--- config.mk ---
export PLATFORM = sky130hd
export DESIGN_NAME = stx_etx_response_deframer_flat
export DESIGN_NICKNAME = d
export VERILOG_FILES = /design/src/sed_pkg.sv /design/src/sed_in_if.sv /design/src/sed_out_if.sv /design/src/sed_ctrl.sv /design/src/sed_datapath.sv /design/src/stx_etx_response_deframer.sv /design/src/flat_wrapper.sv
export SDC_FILE = /design/constraint.sdc
export NUM_CORES = 1
export LEC_CHECK = 0
export BUFFER_PORTS_ARGS = -buffer_cell sky130_fd_sc_hd__buf_2
export CAP_MARGIN = 25
export CORE_MARGIN = 2
export CORE_UTILIZATION = 35
export DETAILED_ROUTE_END_ITERATION = 6
export SYNTH_ARGS = -nofsm -noshare
export SYNTH_HDL_FRONTEND = slang
export SYNTH_SLANG_ARGS = --single-unit
--- constraint.sdc ---
create_clock -name clk -period 5.35 [get_ports clk]
set_input_delay 0.8025 -clock clk [delete_from_list [all_inputs] [get_ports clk]]
set_output_delay 0.8025 -clock clk [all_outputs]
set_load 0.005 [all_outputs]
--- src/sed_pkg.sv ---
// Shared codes, constants and control structures of the STX/ETX response deframer.
package sed_pkg;

    localparam logic [7:0] STX_CODE = 8'h02;
    localparam logic [7:0] ETX_CODE = 8'h03;

    localparam logic [2:0] ST_OK      = 3'd0;
    localparam logic [2:0] ST_BADSUM  = 3'd1;
    localparam logic [2:0] ST_LONG    = 3'd2;
    localparam logic [2:0] ST_TIMEOUT = 3'd3;
    localparam logic [2:0] ST_NOSUM   = 3'd4;
    localparam logic [2:0] ST_SHORT   = 3'd5;

    localparam int CFG_IDX_W = 1;
    localparam logic [CFG_IDX_W-1:0] CFG_OVERALL_TIMEOUT = 1'd0;
    localparam logic [CFG_IDX_W-1:0] CFG_CHECKSUM_WAIT   = 1'd1;

    localparam logic [15:0] OVERALL_TIMEOUT_RESET = 16'd500;
    localparam logic [15:0] CHECKSUM_WAIT_RESET   = 16'd50;
    localparam logic [15:0] ELAPSED_MAX           = 16'hFFFF;

    // Store slot of the first payload byte, and the smallest fill that holds
    // STX, both command bytes and ETX.
    localparam int PAYLOAD_BASE = 3;
    localparam int MIN_FILL     = 4;

    typedef struct packed {
        logic       clr_elapsed;
        logic       inc_elapsed;
        logic       start_frame;
        logic       store_byte;
        logic       set_pend;
        logic [2:0] pend_code;
        logic       pay_start;
        logic       load_single;
        logic       load_pay;
    } sed_cmd_t;

    typedef struct packed {
        logic is_stx;
        logic is_etx;
        logic fill_full;
        logic expire_overall;
        logic expire_csum;
        logic frame_short;
        logic sum_ok;
        logic pay_empty;
        logic pay_last;
        logic out_free;
    } sed_stat_t;

endpackage

--- src/sed_in_if.sv ---
// Input channel: received bytes and millisecond ticks.
interface sed_in_if;
    logic       valid;
    logic       ready;
    logic       op;
    logic [7:0] rx_byte;

    modport source (output valid, output op, output rx_byte, input ready);
    modport sink (input valid, input op, input rx_byte, output ready);
endinterface

--- src/sed_out_if.sv ---
// Output channel: status and payload results of a deframed response.
interface sed_out_if;
    logic       valid;
    logic       ready;
    logic [2:0] status;
    logic [7:0] cmd_first;
    logic [7:0] cmd_second;
    logic [7:0] data_byte;
    logic       data_valid;
    logic [3:0] data_count;
    logic       last;

    modport source (output valid, output status, output cmd_first, output cmd_second,
                    output data_byte, output data_valid, output data_count,
                    output last, input ready);
    modport sink (input valid, input status, input cmd_first, input cmd_second,
                  input data_byte, input data_valid, input data_count,
                  input last, output ready);
endinterface

--- src/sed_ctrl.sv ---
// Controller: frame phase tracking and result sequencing.
module sed_ctrl
(
    input  logic               clk,
    input  logic               rst_n,
    input  logic               in_valid,
    input  logic               in_op,
    output logic               in_ready,
    input  sed_pkg::sed_stat_t stat,
    output sed_pkg::sed_cmd_t  cmd
);

    localparam logic [1:0] C_RUN    = 2'd0;
    localparam logic [1:0] C_SINGLE = 2'd1;
    localparam logic [1:0] C_PAY    = 2'd2;

    localparam logic [1:0] PH_IDLE = 2'd0;
    localparam logic [1:0] PH_HUNT = 2'd1;
    localparam logic [1:0] PH_BODY = 2'd2;
    localparam logic [1:0] PH_CSUM = 2'd3;

    logic [1:0] state_reg;
    logic [1:0] state_next;
    logic [1:0] phase_reg;
    logic [1:0] phase_next;
    logic       accept;

    always_ff @(posedge clk or negedge rst_n)
    begin
        if (!rst_n)
        begin
            state_reg <= C_RUN;
            phase_reg <= PH_IDLE;
        end
        else
        begin
            state_reg <= state_next;
            phase_reg <= phase_next;
        end
    end

    assign in_ready = (state_reg == C_RUN);
    assign accept   = in_valid && in_ready;

    always_comb
    begin
        state_next = state_reg;
        phase_next = phase_reg;
        cmd        = '0;
        case (state_reg)
            C_RUN:
            begin
                if (accept && in_op)
                begin
                    if (phase_reg != PH_IDLE)
                    begin
                        cmd.inc_elapsed = 1'b1;
                        if (phase_reg == PH_CSUM && stat.expire_csum)
                        begin
                            cmd.set_pend  = 1'b1;
                            cmd.pend_code = sed_pkg::ST_NOSUM;
                            phase_next    = PH_IDLE;
                            state_next    = C_SINGLE;
                        end
                        else if (phase_reg != PH_CSUM && stat.expire_overall)
                        begin
                            cmd.set_pend  = 1'b1;
                            cmd.pend_code = sed_pkg::ST_TIMEOUT;
                            phase_next    = PH_IDLE;
                            state_next    = C_SINGLE;
                        end
                    end
                end
                else if (accept)
                begin
                    case (phase_reg)
                        PH_IDLE, PH_HUNT:
                        begin
                            // The first byte of a frame starts the overall timer.
                            cmd.clr_elapsed = (phase_reg == PH_IDLE);
                            phase_next      = PH_HUNT;
                            if (stat.is_stx)
                            begin
                                cmd.start_frame = 1'b1;
                                phase_next      = PH_BODY;
                            end
                        end
                        PH_BODY:
                        begin
                            if (stat.fill_full)
                            begin
                                cmd.set_pend  = 1'b1;
                                cmd.pend_code = sed_pkg::ST_LONG;
                                phase_next    = PH_IDLE;
                                state_next    = C_SINGLE;
                            end
                            else
                            begin
                                cmd.store_byte = 1'b1;
                                if (stat.is_etx)
                                begin
                                    cmd.clr_elapsed = 1'b1;
                                    phase_next      = PH_CSUM;
                                end
                            end
                        end
                        PH_CSUM:
                        begin
                            phase_next = PH_IDLE;
                            if (stat.frame_short)
                            begin
                                cmd.set_pend  = 1'b1;
                                cmd.pend_code = sed_pkg::ST_SHORT;
                                state_next    = C_SINGLE;
                            end
                            else if (!stat.sum_ok)
                            begin
                                cmd.set_pend  = 1'b1;
                                cmd.pend_code = sed_pkg::ST_BADSUM;
                                state_next    = C_SINGLE;
                            end
                            else if (stat.pay_empty)
                            begin
                                cmd.set_pend  = 1'b1;
                                cmd.pend_code = sed_pkg::ST_OK;
                                state_next    = C_SINGLE;
                            end
                            else
                            begin
                                cmd.pay_start = 1'b1;
                                state_next    = C_PAY;
                            end
                        end
                        default:
                        begin
                            phase_next = PH_IDLE;
                        end
                    endcase
                end
            end
            C_SINGLE:
            begin
                if (stat.out_free)
                begin
                    cmd.load_single = 1'b1;
                    state_next      = C_RUN;
                end
            end
            C_PAY:
            begin
                if (stat.out_free)
                begin
                    cmd.load_pay = 1'b1;
                    if (stat.pay_last)
                    begin
                        state_next = C_RUN;
                    end
                end
            end
            default:
            begin
                state_next = C_RUN;
            end
        endcase
    end

endmodule

--- src/sed_datapath.sv ---
// Datapath: timers, frame store, running checksum and output register.
module sed_datapath
#(
    parameter int FRAME_BYTES = 16
)
(
    input  logic                                  clk,
    input  logic                                  rst_n,
    input  sed_pkg::sed_cmd_t                     cmd,
    output sed_pkg::sed_stat_t                    stat,
    input  logic [7:0]                            rx_byte,
    input  logic                                  cfg_we,
    input  logic [sed_pkg::CFG_IDX_W-1:0]         cfg_index,
    input  logic [15:0]                           cfg_wdata,
    input  logic                                  out_ready,
    output logic                                  out_valid,
    output logic [2:0]                            out_status,
    output logic [7:0]                            out_cmd_first,
    output logic [7:0]                            out_cmd_second,
    output logic [7:0]                            out_data_byte,
    output logic                                  out_data_valid,
    output logic [3:0]                            out_data_count,
    output logic                                  out_last
);

    localparam int AW = $clog2(FRAME_BYTES);
    localparam logic [AW-1:0] FULL_FILL = AW'(FRAME_BYTES - 2);
    localparam logic [AW-1:0] MIN_FILL  = AW'(sed_pkg::MIN_FILL);
    localparam logic [AW-1:0] PAY_BASE  = AW'(sed_pkg::PAYLOAD_BASE);

    logic [15:0]   overall_reg;
    logic [15:0]   csum_wait_reg;
    logic [15:0]   elapsed_reg;
    logic [15:0]   elapsed_inc;
    logic [AW-1:0] fill_reg;
    logic [7:0]    xor_reg;
    logic [7:0]    cmd1_reg;
    logic [7:0]    cmd2_reg;
    logic [2:0]    pend_reg;
    logic [AW-1:0] idx_reg;
    logic [AW-1:0] idx_next;
    logic [AW-1:0] rd_addr;
    logic [AW-1:0] pay_cnt;
    logic [7:0]    q_reg;
    logic [7:0]    mem [FRAME_BYTES];

    logic       out_valid_reg;
    logic [2:0] out_status_reg;
    logic [7:0] out_cmd1_reg;
    logic [7:0] out_cmd2_reg;
    logic [7:0] out_data_reg;
    logic       out_dvalid_reg;
    logic [3:0] out_count_reg;
    logic       out_last_reg;

    assign elapsed_inc = (elapsed_reg == sed_pkg::ELAPSED_MAX) ? elapsed_reg
                                                                 : elapsed_reg + 16'd1;
    assign pay_cnt     = fill_reg - MIN_FILL;

    assign stat.is_stx         = (rx_byte == sed_pkg::STX_CODE);
    assign stat.is_etx         = (rx_byte == sed_pkg::ETX_CODE);
    assign stat.fill_full      = (fill_reg >= FULL_FILL);
    assign stat.expire_overall = (elapsed_inc >= overall_reg);
    assign stat.expire_csum    = (elapsed_inc >= csum_wait_reg);
    assign stat.frame_short    = (fill_reg < MIN_FILL);
    assign stat.sum_ok         = (rx_byte == xor_reg);
    assign stat.pay_empty      = (fill_reg == MIN_FILL);
    assign stat.pay_last       = (idx_reg == pay_cnt - AW'(1));
    assign stat.out_free       = !out_valid_reg || out_ready;

    // The read address runs one entry ahead whenever a payload byte is loaded,
    // so the registered read data always holds the byte for the current index.
    always_comb
    begin
        idx_next = idx_reg;
        if (cmd.pay_start)
        begin
            idx_next = '0;
        end
        else if (cmd.load_pay)
        begin
            idx_next = idx_reg + AW'(1);
        end
    end

    assign rd_addr = idx_next + PAY_BASE;

    always_ff @(posedge clk)
    begin
        if (cmd.store_byte)
        begin
            mem[fill_reg] <= rx_byte;
        end
        q_reg <= mem[rd_addr];
    end

    always_ff @(posedge clk or negedge rst_n)
    begin
        if (!rst_n)
        begin
            overall_reg   <= sed_pkg::OVERALL_TIMEOUT_RESET;
            csum_wait_reg <= sed_pkg::CHECKSUM_WAIT_RESET;
            elapsed_reg   <= '0;
            fill_reg      <= '0;
            xor_reg       <= '0;
            idx_reg       <= '0;
            out_valid_reg <= 1'b0;
        end
        else
        begin
            if (cfg_we && cfg_index == sed_pkg::CFG_OVERALL_TIMEOUT)
            begin
                overall_reg <= cfg_wdata;
            end
            if (cfg_we && cfg_index == sed_pkg::CFG_CHECKSUM_WAIT)
            begin
                csum_wait_reg <= cfg_wdata;
            end
            if (cmd.clr_elapsed)
            begin
                elapsed_reg <= '0;
            end
            else if (cmd.inc_elapsed)
            begin
                elapsed_reg <= elapsed_inc;
            end
            if (cmd.start_frame)
            begin
                fill_reg <= AW'(1);
                xor_reg  <= '0;
            end
            else if (cmd.store_byte)
            begin
                fill_reg <= fill_reg + AW'(1);
                xor_reg  <= xor_reg ^ rx_byte;
            end
            idx_reg <= idx_next;
            if (cmd.load_single || cmd.load_pay)
            begin
                out_valid_reg <= 1'b1;
            end
            else if (out_ready)
            begin
                out_valid_reg <= 1'b0;
            end
        end
    end

    always_ff @(posedge clk)
    begin
        if (cmd.store_byte && fill_reg == AW'(1))
        begin
            cmd1_reg <= rx_byte;
        end
        if (cmd.store_byte && fill_reg == AW'(2))
        begin
            cmd2_reg <= rx_byte;
        end
        if (cmd.set_pend)
        begin
            pend_reg <= cmd.pend_code;
        end
        if (cmd.load_single)
        begin
            out_status_reg <= pend_reg;
            out_cmd1_reg   <= (pend_reg == sed_pkg::ST_OK) ? cmd1_reg : 8'd0;
            out_cmd2_reg   <= (pend_reg == sed_pkg::ST_OK) ? cmd2_reg : 8'd0;
            out_data_reg   <= 8'd0;
            out_dvalid_reg <= 1'b0;
            out_count_reg  <= 4'd0;
            out_last_reg   <= 1'b1;
        end
        else if (cmd.load_pay)
        begin
            out_status_reg <= sed_pkg::ST_OK;
            out_cmd1_reg   <= cmd1_reg;
            out_cmd2_reg   <= cmd2_reg;
            out_data_reg   <= q_reg;
            out_dvalid_reg <= 1'b1;
            out_count_reg  <= 4'(pay_cnt);
            out_last_reg   <= stat.pay_last;
        end
    end

    assign out_valid      = out_valid_reg;
    assign out_status     = out_status_reg;
    assign out_cmd_first  = out_cmd1_reg;
    assign out_cmd_second = out_cmd2_reg;
    assign out_data_byte  = out_data_reg;
    assign out_data_valid = out_dvalid_reg;
    assign out_data_count = out_count_reg;
    assign out_last       = out_last_reg;

endmodule

--- src/stx_etx_response_deframer.sv ---
// Top level of the STX/ETX response deframer with XOR block check.
// A byte or tick that yields no result leaves the input ready; the next is taken right after.
// A failing or empty frame yields its one result via the pending status and output registers.
// A good frame streams one payload result per cycle, while the output is free, from the
// frame store's registered read port; no input is taken until its last result is loaded.
// Reset clears the controller, timers and output valid; the frame store is not cleared.
module stx_etx_response_deframer
#(
    parameter int FRAME_BYTES = 16
)
(
    input  logic                          clk,
    input  logic                          rst_n,
    sed_in_if.sink                        rx_chan,
    sed_out_if.source                     rsp_chan,
    input  logic                          cfg_we,
    input  logic [sed_pkg::CFG_IDX_W-1:0] cfg_index,
    input  logic [15:0]                   cfg_wdata
);

    sed_pkg::sed_cmd_t  cmd;
    sed_pkg::sed_stat_t stat;

    sed_ctrl u_ctrl
    (
        .clk      (clk),
        .rst_n    (rst_n),
        .in_valid (rx_chan.valid),
        .in_op    (rx_chan.op),
        .in_ready (rx_chan.ready),
        .stat     (stat),
        .cmd      (cmd)
    );

    sed_datapath #(
        .FRAME_BYTES (FRAME_BYTES)
    ) u_datapath
    (
        .clk            (clk),
        .rst_n          (rst_n),
        .cmd            (cmd),
        .stat           (stat),
        .rx_byte        (rx_chan.rx_byte),
        .cfg_we         (cfg_we),
        .cfg_index      (cfg_index),
        .cfg_wdata      (cfg_wdata),
        .out_ready      (rsp_chan.ready),
        .out_valid      (rsp_chan.valid),
        .out_status     (rsp_chan.status),
        .out_cmd_first  (rsp_chan.cmd_first),
        .out_cmd_second (rsp_chan.cmd_second),
        .out_data_byte  (rsp_chan.data_byte),
        .out_data_valid (rsp_chan.data_valid),
        .out_data_count (rsp_chan.data_count),
        .out_last       (rsp_chan.last)
    );

`ifndef SYNTH
    // Only a payload run has results that are not the last one.
    assert property (@(posedge clk) disable iff (!rst_n)
        rsp_chan.valid && !rsp_chan.last
        |-> rsp_chan.status == sed_pkg::ST_OK && rsp_chan.data_valid)
        else $error("non-final result outside a payload run");

    // An error result carries no frame content and ends the run.
    assert property (@(posedge clk) disable iff (!rst_n)
        rsp_chan.valid && rsp_chan.status != sed_pkg::ST_OK
        |-> rsp_chan.cmd_first == 8'd0 && rsp_chan.cmd_second == 8'd0
            && !rsp_chan.data_valid && rsp_chan.data_count == 4'd0 && rsp_chan.last)
        else $error("error result carries frame content");

    // No input transaction is taken while a result sequence is being produced.
    assert property (@(posedge clk) disable iff (!rst_n)
        (cmd.load_single || cmd.load_pay) |-> !rx_chan.ready)
        else $error("input taken while results are pending");
`endif

endmodule
--- src/flat_wrapper.sv ---
// flat-port wrapper written by rule: the top's interface ports become plain ports
module stx_etx_response_deframer_flat 
#(
    parameter int FRAME_BYTES = 16
)
  (clk, rst_n, cfg_we, cfg_index, cfg_wdata, rx_chan_valid, rx_chan_op, rx_chan_rx_byte, rx_chan_ready, rsp_chan_valid, rsp_chan_status, rsp_chan_cmd_first, rsp_chan_cmd_second, rsp_chan_data_byte, rsp_chan_data_valid, rsp_chan_data_count, rsp_chan_last, rsp_chan_ready);
  sed_in_if rx_chan_i ();
  sed_out_if rsp_chan_i ();
  input  logic clk;
  input  logic rst_n;
  input  logic cfg_we;
  input  logic [sed_pkg::CFG_IDX_W-1:0] cfg_index;
  input  logic [15:0] cfg_wdata;
  input wire logic [$bits(rx_chan_i.valid)-1:0] rx_chan_valid;
  input wire logic [$bits(rx_chan_i.op)-1:0] rx_chan_op;
  input wire logic [$bits(rx_chan_i.rx_byte)-1:0] rx_chan_rx_byte;
  output wire logic [$bits(rx_chan_i.ready)-1:0] rx_chan_ready;
  output wire logic [$bits(rsp_chan_i.valid)-1:0] rsp_chan_valid;
  output wire logic [$bits(rsp_chan_i.status)-1:0] rsp_chan_status;
  output wire logic [$bits(rsp_chan_i.cmd_first)-1:0] rsp_chan_cmd_first;
  output wire logic [$bits(rsp_chan_i.cmd_second)-1:0] rsp_chan_cmd_second;
  output wire logic [$bits(rsp_chan_i.data_byte)-1:0] rsp_chan_data_byte;
  output wire logic [$bits(rsp_chan_i.data_valid)-1:0] rsp_chan_data_valid;
  output wire logic [$bits(rsp_chan_i.data_count)-1:0] rsp_chan_data_count;
  output wire logic [$bits(rsp_chan_i.last)-1:0] rsp_chan_last;
  input wire logic [$bits(rsp_chan_i.ready)-1:0] rsp_chan_ready;
  assign rx_chan_i.valid = rx_chan_valid;
  assign rx_chan_i.op = rx_chan_op;
  assign rx_chan_i.rx_byte = rx_chan_rx_byte;
  assign rx_chan_ready = rx_chan_i.ready;
  assign rsp_chan_valid = rsp_chan_i.valid;
  assign rsp_chan_status = rsp_chan_i.status;
  assign rsp_chan_cmd_first = rsp_chan_i.cmd_first;
  assign rsp_chan_cmd_second = rsp_chan_i.cmd_second;
  assign rsp_chan_data_byte = rsp_chan_i.data_byte;
  assign rsp_chan_data_valid = rsp_chan_i.data_valid;
  assign rsp_chan_data_count = rsp_chan_i.data_count;
  assign rsp_chan_last = rsp_chan_i.last;
  assign rsp_chan_i.ready = rsp_chan_ready;
  stx_etx_response_deframer #(.FRAME_BYTES(FRAME_BYTES)) u_core (.clk(clk), .rst_n(rst_n), .rx_chan(rx_chan_i), .rsp_chan(rsp_chan_i), .cfg_we(cfg_we), .cfg_index(cfg_index), .cfg_wdata(cfg_wdata));
endmodule
After elaboration in Yosys (flattened, before gate mapping)
Memories as Yosys holds them, arrays and structs flattened. A register that Yosys moved wholly into a read port is not among the register bits.
Cells that the tools add are included.
{"block": "totals", "register_bits": 121, "latchBits": 0, "mem_bits_rw": 128, "romBits": 0, "input_bits": 31, "output_inout_bits": 35, "mem_count": 1}
{"block": "classes", "n_addsub": 6, "multipliers": 0, "div_mod_pow": 0, "magnitude_cmp": 4, "n_eq_ne": 25, "shifts": 0, "mux": 75, "bitwise_logic": 2, "reduce_logical": 23}
{"name": "u_core.u_datapath.mem", "depth": 16, "width": 8, "rd": 1, "rd_ports_with_merged_regs": 1, "write_ports": 1, "line": "sed_datapath.sv:45", "source": "logic [7:0] mem [FRAME_BYTES];"}
{"cell": "$mux W8", "n": 8}
{"cell": "$mux W16", "n": 3}
{"cell": "$mux W4", "n": 12}
{"cell": "$mux W2", "n": 21}
{"cell": "$ge A16 B16 Y1", "n": 2}
{"cell": "$mux W1", "n": 22}
{"cell": "$add A16 B1 Y16 const B", "n": 1}
{"cell": "$eq A16 B16 Y1 const B", "n": 1}
{"cell": "$eq A8 B2 Y1 const B", "n": 2}
{"cell": "$pmux W2 S3", "n": 2}
{"cell": "$reduce_bool A2 Y1", "n": 6}
{"cell": "$mux W9", "n": 1}
{"cell": "$add A4 B1 Y4 const B", "n": 2}
{"cell": "$eq A8 B8 Y1", "n": 1}
{"cell": "$logic_and A1 B1 Y1", "n": 8}
{"cell": "$ne A2 B1 Y1 const B", "n": 4}
{"cell": "$ne A4 B2 Y1 const B", "n": 2}
{"cell": "$pmux W4 S2", "n": 1}
{"cell": "$reduce_and A8 Y1", "n": 1}
{"cell": "$xor A8 B8 Y8", "n": 1}
{"cell": "$mux W7", "n": 1}
{"cell": "$eq A2 B2 Y1 const B", "n": 3}
{"cell": "$mux W3", "n": 2}
{"cell": "$ne A3 B1 Y1 const B", "n": 2}
{"cell": "other kinds (23)", "n": 26}

Depth between registers and ports, before layout
Gate-level depths: netlist (run 1).
{"block": "logic_depth", "word_depth": 11, "depth_mapped": 16}

By module
Synthesis (run 1) repeated with hierarchy kept, for this count alone.
{"block": "hier_totals", "hier_cells": 785, "area_unflattened_um2": 10924.2}
{"module": "sed_datapath", "instances": 1, "cells_per_inst": 728, "area_per_inst_um2": 10488.8, "seq_area_each_um2": 6582.6}
{"module": "sed_ctrl", "instances": 1, "cells_per_inst": 57, "area_per_inst_um2": 435.4, "seq_area_each_um2": 100.1}

Worst setup path before layout (run 1)
OpenSTA, ideal clock, no wires.
{"block": "synth_path", "path_type": "input port to flip-flop", "start": "in rx_chan_rx_byte[2]", "end": "reg u_core.u_datapath.q_reg[3], read port of u_core.u_datapath.mem", "setup_ps": 125, "t_arrival_ps": 3692, "setup_slack_ps": 1533, "cell_stages": 14, "path_buffers": 5, "path_cell_list": "xnor2_1 > nand4_1 > nor4b_4 > nand2b_1 > buf_6 > buf_2 > buf_2 > ha_1 > clkbuf_1 > clkbuf_1 > mux2i_1 > nor2_1 > o21ai_0 > nand3_1"}
{"block": "synth_via", "elab_chain_cells": 9}
{"item": "start: declaration", "line": "flat_wrapper.sv:16", "source": "input wire logic [$bits(rx_chan_i.rx_byte)-1:0] rx_chan_rx_byte;"}
{"item": "$eq A8 B8 Y1", "line": "sed_datapath.sv:66", "source": "assign stat.sum_ok = (rx_byte == xor_reg);"}
{"item": "$mux W1", "line": "sed_ctrl.sv:116", "source": "else if (!stat.sum_ok)"}
{"item": "$mux W1", "line": "sed_ctrl.sv:110", "source": "if (stat.frame_short)"}
{"item": "$mux W1", "line": "sed_ctrl.sv:76", "source": "case (phase_reg)"}
{"item": "$mux W7", "line": "sed_ctrl.sv:74", "source": "else if (accept)"}
{"item": "$mux W1", "line": "sed_ctrl.sv:53", "source": "if (accept && in_op)"}
{"item": "$mux W9", "line": "sed_ctrl.sv:50", "source": "case (state_reg)"}
{"item": "$mux W4", "line": "sed_datapath.sv:76", "source": "if (cmd.pay_start)"}
{"item": "$add A4 B2 Y4", "line": "sed_datapath.sv:86", "source": "assign rd_addr = idx_next + PAY_BASE;"}
{"item": "end: declaration", "line": "sed_datapath.sv:44", "source": "logic [7:0] q_reg;"}
No other way between the ends.
A chain may end at the register's enable or synchronous reset.

==> results of run 1 <==
==> power by group through the flow <==
| stage | registers, uW | logic (uW) | clock network [uW] |
|---|---|---|---|
| floorplan | 2330 | 1800 | 0 |
| global placement | 2350 | 2490 | 0 |
| detailed placement | 2350 | 2520 | 0 |
| CTS | 2310 | 2540 | 2000 |
| global route | 2330 | 2760 | 2070 |
| finish | 2310 | 2530 | 1960 |
==> layer usage <==
metal / global-route usage / vias up / wire, um
met3: 0.0250 / 39 / 1280
met2: 0.235 / 208 / 11000
met1: 0.215 / 3385 / 11400
li1: - / 3345 / -
met5: 0 / - / 0
met4: 0.0436 / 0 / 559
==> worst register-to-register path, cell delays in order, from the launching register on <==
cell and delay (ns):
dfrtp_1 0.42, ha_1 0.26, and3_1 0.22, nand2_1 0.09, nor3_1 0.10, nor2b_1 0.62, nand3_1 0.23, xnor2_1 0.30
ha_1 0.30, a211oi_1 0.24, o21ai_0 0.13, o211ai_1 0.09, a21oi_1 0.09, a211o_1 0.27, mux2_2 0.32, a21bo_2 0.23
==> cell families (layout without fill, tap and decap cells) <==
family,Yosys count,after routing,synth area share
AOI/OAI and AO/OA,166,166,0.0932
xor gates and xnor gates,29,29,0.0232
adders and majority gates,45,45,0.0514
buffers and inverters,70,161,0.0263
DFF,241,241,0.610
muxes,70,70,0.0853
other,1,8,0.000342
and+or+nand+nor,244,244,0.111
==> cells in the final DEF, fill, tap and decap left out, drive strengths merged, types with 11 or more instances in the layout <==
master	Yosys	layout
nor2	79	79
a21oi	24	24
buf	8	75
inv	39	39
o21ai	77	77
nor2b	25	25
nand2	54	54
xnor2	23	23
dfrtp	60	60
ha	45	45
mux2	18	18
nand3	17	17
mux2i	36	36
clkbuf	23	30
edfxtp	150	150
mux4	16	16
nand4	11	11
dfxtp	22	22
a22o	13	13
and3	21	21
==> metrics by stage <==
| stage | std cells | total power [uW] | instance area [um2] | worst slack (ns) | util |
|---|---|---|---|---|---|
| 2_1_floorplan | 873 | 4130 | 11000 | 1.53 | - |
| 4_1_cts | 1359 | 6850 | 12700 | 1.17 | 0.413 |
| 6_report | 1360 | 6800 | 12700 | 1.21 | 0.414 |
| 3_5_place_dp | 1312 | 4870 | 11800 | 1.19 | 0.383 |
| 5_1_grt | 1360 | 7160 | 12700 | 0.756 | 0.414 |
| 3_3_place_gp | 1311 | 4840 | 11800 | 1.21 | 0.382 |
==> how the worst max path moves through the flow <==
stage / endpoint / slack [ns] / depth (start not counted)
2_1_floorplan: u_core.u_datapath.q_reg[3] / 1.53 / 14
3_3_place_gp: u_core.u_datapath.pend_reg[0] / 1.21 / 15
3_5_place_dp: u_core.u_datapath.pend_reg[1] / 1.19 / 14
4_1_cts: u_core.u_datapath.pend_reg[0] / 1.17 / 15
5_1_grt: u_core.u_datapath.pend_reg[2] / 0.76 / 14
6_report: u_core.u_datapath.pend_reg[0] / 1.21 / 15
==> layout make-up <==
class                           count  area (um2)
Fill cell                        2876       18000
Sequential cell                   241        6680
Multi-Input combinational cell    562        4030
Clock buffer                       30         676
Tap cell                          396         495
Timing Repair Buffer               75         417
Clock inverter                     17         270
Inverter                           39         151
==> flow_metrics.tcl, run 1 <==
set metrics [dict create \
    wl_per_cell_um 17.9 \
    internal_power_uw 4510 \
    peakVddDrop_v 0.000337 \
    numCtsBuffers 26 \
    yosysWarnings 0 \
    pwr-share-comb 0.371 \
    period_share 0.774 \
    crit_start "u_core.u_datapath.elapsed_reg[0]" \
    gr-usage-all-layers 0.150 \
    cts_htree_levels 1 \
    critical_path_buf_inv_count 0 \
    slowest_stage "nor2b_1" \
    avgSynthCellArea_um2 12.7 \
    min_to "u_core.u_datapath.out_data_byte[0]" \
    hp-start "u_core.u_datapath.q_reg[0]" \
    cts_hold_buf 0 \
    status "finished clean" \
    max_slew.worst_pin.slew_ns 0.893 \
    min_path_type "reg2reg" \
    initial_core_util 0.357 \
    grt_pass1_vias 6880 \
    first_iter_violations 535 \
    yosysMostFrequentCell "edfxtp_1" \
    synth_top_area_cell "edfxtp_1" \
    grt-ovfl-total 0 \
    fin_tns_setup_ns 0 \
    area_growth_pct 16.0 \
    sw_frac_of_total 0.336 \
    cp_data_arrival_time_ns 4.44 \
    netlist_area_mm2 0.0110 \
    post-route-min-period_ns 4.14 \
    reg2regPathDepth 15 \
    cts_tree "done" \
    p_clk_frac 0.289 \
    min_path_cells 1 \
    grt_max_degree 70 \
    core_mm2 0.0307 \
    critPathMaxFanout 11 \
    path_cells "ha_1 -> and3_1 -> nand2_1 -> nor3_1 -> nor2b_1 -> nand3_1 -> xnor2_1 -> ha_1 -> a211oi_1 -> o21ai_0 -> o211ai_1 -> a21oi_1 -> a211o_1 -> mux2_2 -> a21bo_2" \
    vias 6977 \
    fmax_mhz 241 \
    setup_viol 0 \
    ys_ff_latch 241 \
    synth_edf_count 150 \
    crit_top_cell "ha_1" \
    netlist_top_cells_count "150 x edfxtp_1, 79 x nor2_1, 76 x o21ai_0, 60 x dfrtp_1, 54 x nand2_1" \
    cellPowerDensity_mw_per_mm2 534 \
    dieHeight_um 181 \
    die_w_um 181 \
    r2r-start "u_core.u_datapath.elapsed_reg[0]" \
    seq_power_share 0.340 \
    synth.yosys.seq_area_share 0.610 \
    cts_root_buf "clkbuf_16" \
    power_switching_uw 2290 \
    critPathTopFamily "simple AND/OR/NAND/NOR gates" \
    ys_async_sr_fraction 0.286 \
    antenna_cells 0 \
    place_hpwl_um 16400 \
    cts.sinks 241 \
    top_register "u_core.u_datapath.mem" \
    slew_headroom 0.404 \
    clk_latency_ns 0.54 \
    r2r_end "u_core.u_datapath.pend_reg[0]" \
    drive_gt1_frac 0.167 \
    antenna_found_initial 0 \
    largest_reg_flops 114 \
    wirelength_um 24300 \
    dr.pass1.iters 5 \
    dieArea_mm2 0.0328 \
    nets 1021 \
    clkTransAtPathRegs_ns 0.06 \
    cp-start-kind "flip-flop" \
    rsz0062_at_grt "false" \
    via_per_inst 5.13 \
    row_count 64 \
    drv_cap 0 \
    grt_pass1_wl_um 39100 \
    synthCells 866 \
    port_buffers 65 \
    end_kind "flip-flop" \
    p_leak_uw 0.00512 \
    synthTopCellsByArea "edfxtp_1 41%, dfrtp_1 14%, ha_1 5.1%, dfxtp_1 4.0%, o21ai_0 3.5%" \
    r2r_setup_slack_ns 1.21 \
    synth_cell_types 59 \
    hold_viol 0 \
    cts_resized 0 \
    slowest_delay_ns 0.62 \
    holdWs_ns 0.454 \
    ant_nets 0 \
    required_ns 5.65 \
    worst-setup-path-type "reg2reg" \
    gp_congestion 0.782 \
    drc 0 \
    post-synth-top-area-fraction 0.411 \
    ios 66 \
    maxSlewViolCount 0 \
    clk_path_buf_depth 3 \
    ys.flop_type "edfxtp_1" \
    cts_setup_buffers 0 \
    fin_skew_ns 0.0269 \
]
No activity file was read; power rests on OpenSTA's default activity.
==> run 2: changes to the inputs <==
Clock period 5.35 ns to 4 ns, I/O delays scaled along.
==> run 2 against run 1 <==
  * Maximum frequency increased by 12%
  * Sequential power grew 34%
  * Sequential share of layout area shrank 0.27 points
  * Cell count rose by 1.3%
  * Total power increased by 32%
  * Critical path depth fell by 1
  * Global-route usage grew 0.20 points
  * Sequential cell count stayed put
  * Core utilization increased by 0.21 points
  * Die area stayed put
  * Worst hold slack worse by 0.17 ns
  * Critical path type unchanged
  * Critical endpoint unchanged
  * Largest cell class unchanged
==> flow_metrics.tcl, run 2 (synthesis results as in run 1) <==
set metrics [dict create \
    largest_reg_flops 114 \
    drv_cap 0 \
    dieArea_mm2 0.0328 \
    area_growth_pct 16.6 \
    cts_tree "done" \
    row_count 64 \
    grt_pass1_vias 6938 \
    antenna_found_initial 0 \
    wirelength_um 24700 \
    met1_usage 0.209 \
    cp_data_arrival_time_ns 4.01 \
    setup_viol 0 \
    period_share 0.926 \
    slowest_stage "dfrtp_1" \
    fin_skew_ns 0.0156 \
    ant_nets 0 \
    preCtsSetupSlack_ns 0.191 \
    drive_gt1_frac 0.185 \
    clk_latency_ns 0.55 \
    met2_usage 0.255 \
    vias 7039 \
    end_kind "flip-flop" \
    nets 1037 \
    wl_per_cell_um 17.9 \
    gp_congestion 0.799 \
    clk_path_buf_depth 3 \
    use_met3 0.0212 \
    critPathMaxFanout 5 \
    place_hpwl_um 17100 \
    core_mm2 0.0307 \
    max_slew.worst_pin.slew_ns 0.852 \
    dr.pass1.iters 5 \
    seq_area_mm2 0.00668 \
    worst-setup-path-type "reg2reg" \
    top_register "u_core.u_datapath.mem" \
    peakVddDrop_v 0.000637 \
    gr-usage-all-layers 0.152 \
    post-route-min-period_ns 3.70 \
    cts_root_buf "clkbuf_16" \
    grt-ovfl-total 0 \
    numCtsBuffers 27 \
    dieHeight_um 181 \
    grt_max_degree 33 \
    via_per_inst 5.11 \
    rsz0062_at_grt "false" \
    nFillCells 2922 \
    initial_core_util 0.357 \
    setup_ws_ns 0.297 \
    first_iter_violations 652 \
    clkTransAtPathRegs_ns 0.06 \
    fin_tns_setup_ns 0 \
    multi_input_area_mm2 0.00403 \
    final_cell_mix "150 x edfxtp_1, 79 x nor2_1, 76 x o21ai_0, 65 x buf_2, 60 x dfrtp_1" \
    cp-start-kind "flip-flop" \
    min_path_type "in2reg" \
    fmax_mhz 270 \
    required_ns 4.30 \
    busiest_layer "met2" \
    status "finished clean" \
    grt_pass1_wl_um 39400 \
    maxSlewViolCount 0 \
    cellPowerDensity_mw_per_mm2 701 \
    layout_commonest_cell "edfxtp_1" \
    slowest_delay_ns 0.42 \
    p_leak_uw 0.00519 \
    antenna_cells 0 \
    cts.sinks 241 \
    port_buffers 65 \
    path_cells "ha_1 -> and3_1 -> nand2_1 -> nor3_2 -> nor2b_1 -> nand3_1 -> xnor2_1 -> ha_1 -> a211o_1 -> a21oi_1 -> o21ai_0 -> a211o_1 -> mux2_2 -> a21bo_2" \
    ios 66 \
    slew_headroom 0.429 \
    die_w_um 181 \
    cts_htree_levels 1 \
    hold_viol 0 \
    drc 0 \
]
## run 2: cell types whose count changed in the layout (fill, tap and decap cells not counted), moves of 2 or more
cell / change
clkinv_1: -3
clkinv_2: +9
bufinv_16: -5
buf_4: +14
clkbuf_8: +2
## run 2: cell type report
class / instances / share of cell area
Sequential cell: 241 / 0.523
Clock inverter: 17 / 0.0120
Clock buffer: 33 / 0.0570
Multi-Input combinational cell: 562 / 0.315
Tap cell: 396 / 0.0388
Timing Repair Buffer: 90 / 0.0423
Inverter: 39 / 0.0118
## run 2: critical path, delay by kind of cell (launching register included)
kind / cells / cell delay [ns]
multiplexers: 1 / 0.31
AND/OR/NAND/NOR: 5 / 0.79
flip-flops: 1 / 0.42
AO/OA/AOI/OAI: 5 / 1.13
adder cells (fa/ha/maj): 2 / 0.55
XOR/XNOR: 1 / 0.26
## run 2: worst paths after layout
check                                                       from                                 end  slack, ns  cells after the start
worst max-delay path            u_core.u_datapath.elapsed_reg[0]       u_core.u_datapath.pend_reg[0]       0.30                     14
worst min-delay path                                cfg_wdata[9]    u_core.u_datapath.overall_reg[9]       0.28                      3
worst max register to register  u_core.u_datapath.elapsed_reg[0]       u_core.u_datapath.pend_reg[0]       0.30                     14
worst min register to register        u_core.u_datapath.q_reg[1]  u_core.u_datapath.out_data_byte[1]       0.45                      1
max in group asynchronous                                  rst_n    u_core.u_datapath.overall_reg[2]       2.72                      3
min in group asynchronous                                  rst_n    u_core.u_datapath.overall_reg[3]       0.51                      2
## run 2: where the power goes
group,switching [uW],leakage [uW],internal [uW]
combinational,1930,0.00235,1500
clock,1010,0.000442,1430
sequential,145,0.00240,2940
total,3090,0.00519,5870
## run 2: what timing repair did
| action | in CTS | in global routing |
|---|---|---|
| setup buffers | 0 | 0 |
| hold buffers | 1 | 0 |
| endpoints found under the setup margin | 0 | 5 |
| gates resized for setup | 0 | 1 |
| hold endpoints to repair | 10 | 0 |
## run 2: per-layer routing
metal	up-vias	routed length, um
met5	-	0
met4	0	548
met3	43	940
met2	148	11800
met1	3470	11400
li1	3378	-
## run 2: stage by stage
step / cells / utilization / power [uW] / hold WS, ns / cell area, um2
after floorplan: 873 / - / 5520 / 0.304 / 11000
after global placement: 1327 / 0.387 / 6600 / 0.429 / 11900
after detailed placement: 1327 / 0.387 / 6610 / 0.434 / 11900
after CTS: 1378 / 0.416 / 9080 / 0.258 / 12800
after global routing: 1378 / 0.416 / 9490 / 0.274 / 12800
final: 1378 / 0.416 / 8960 / 0.282 / 12800
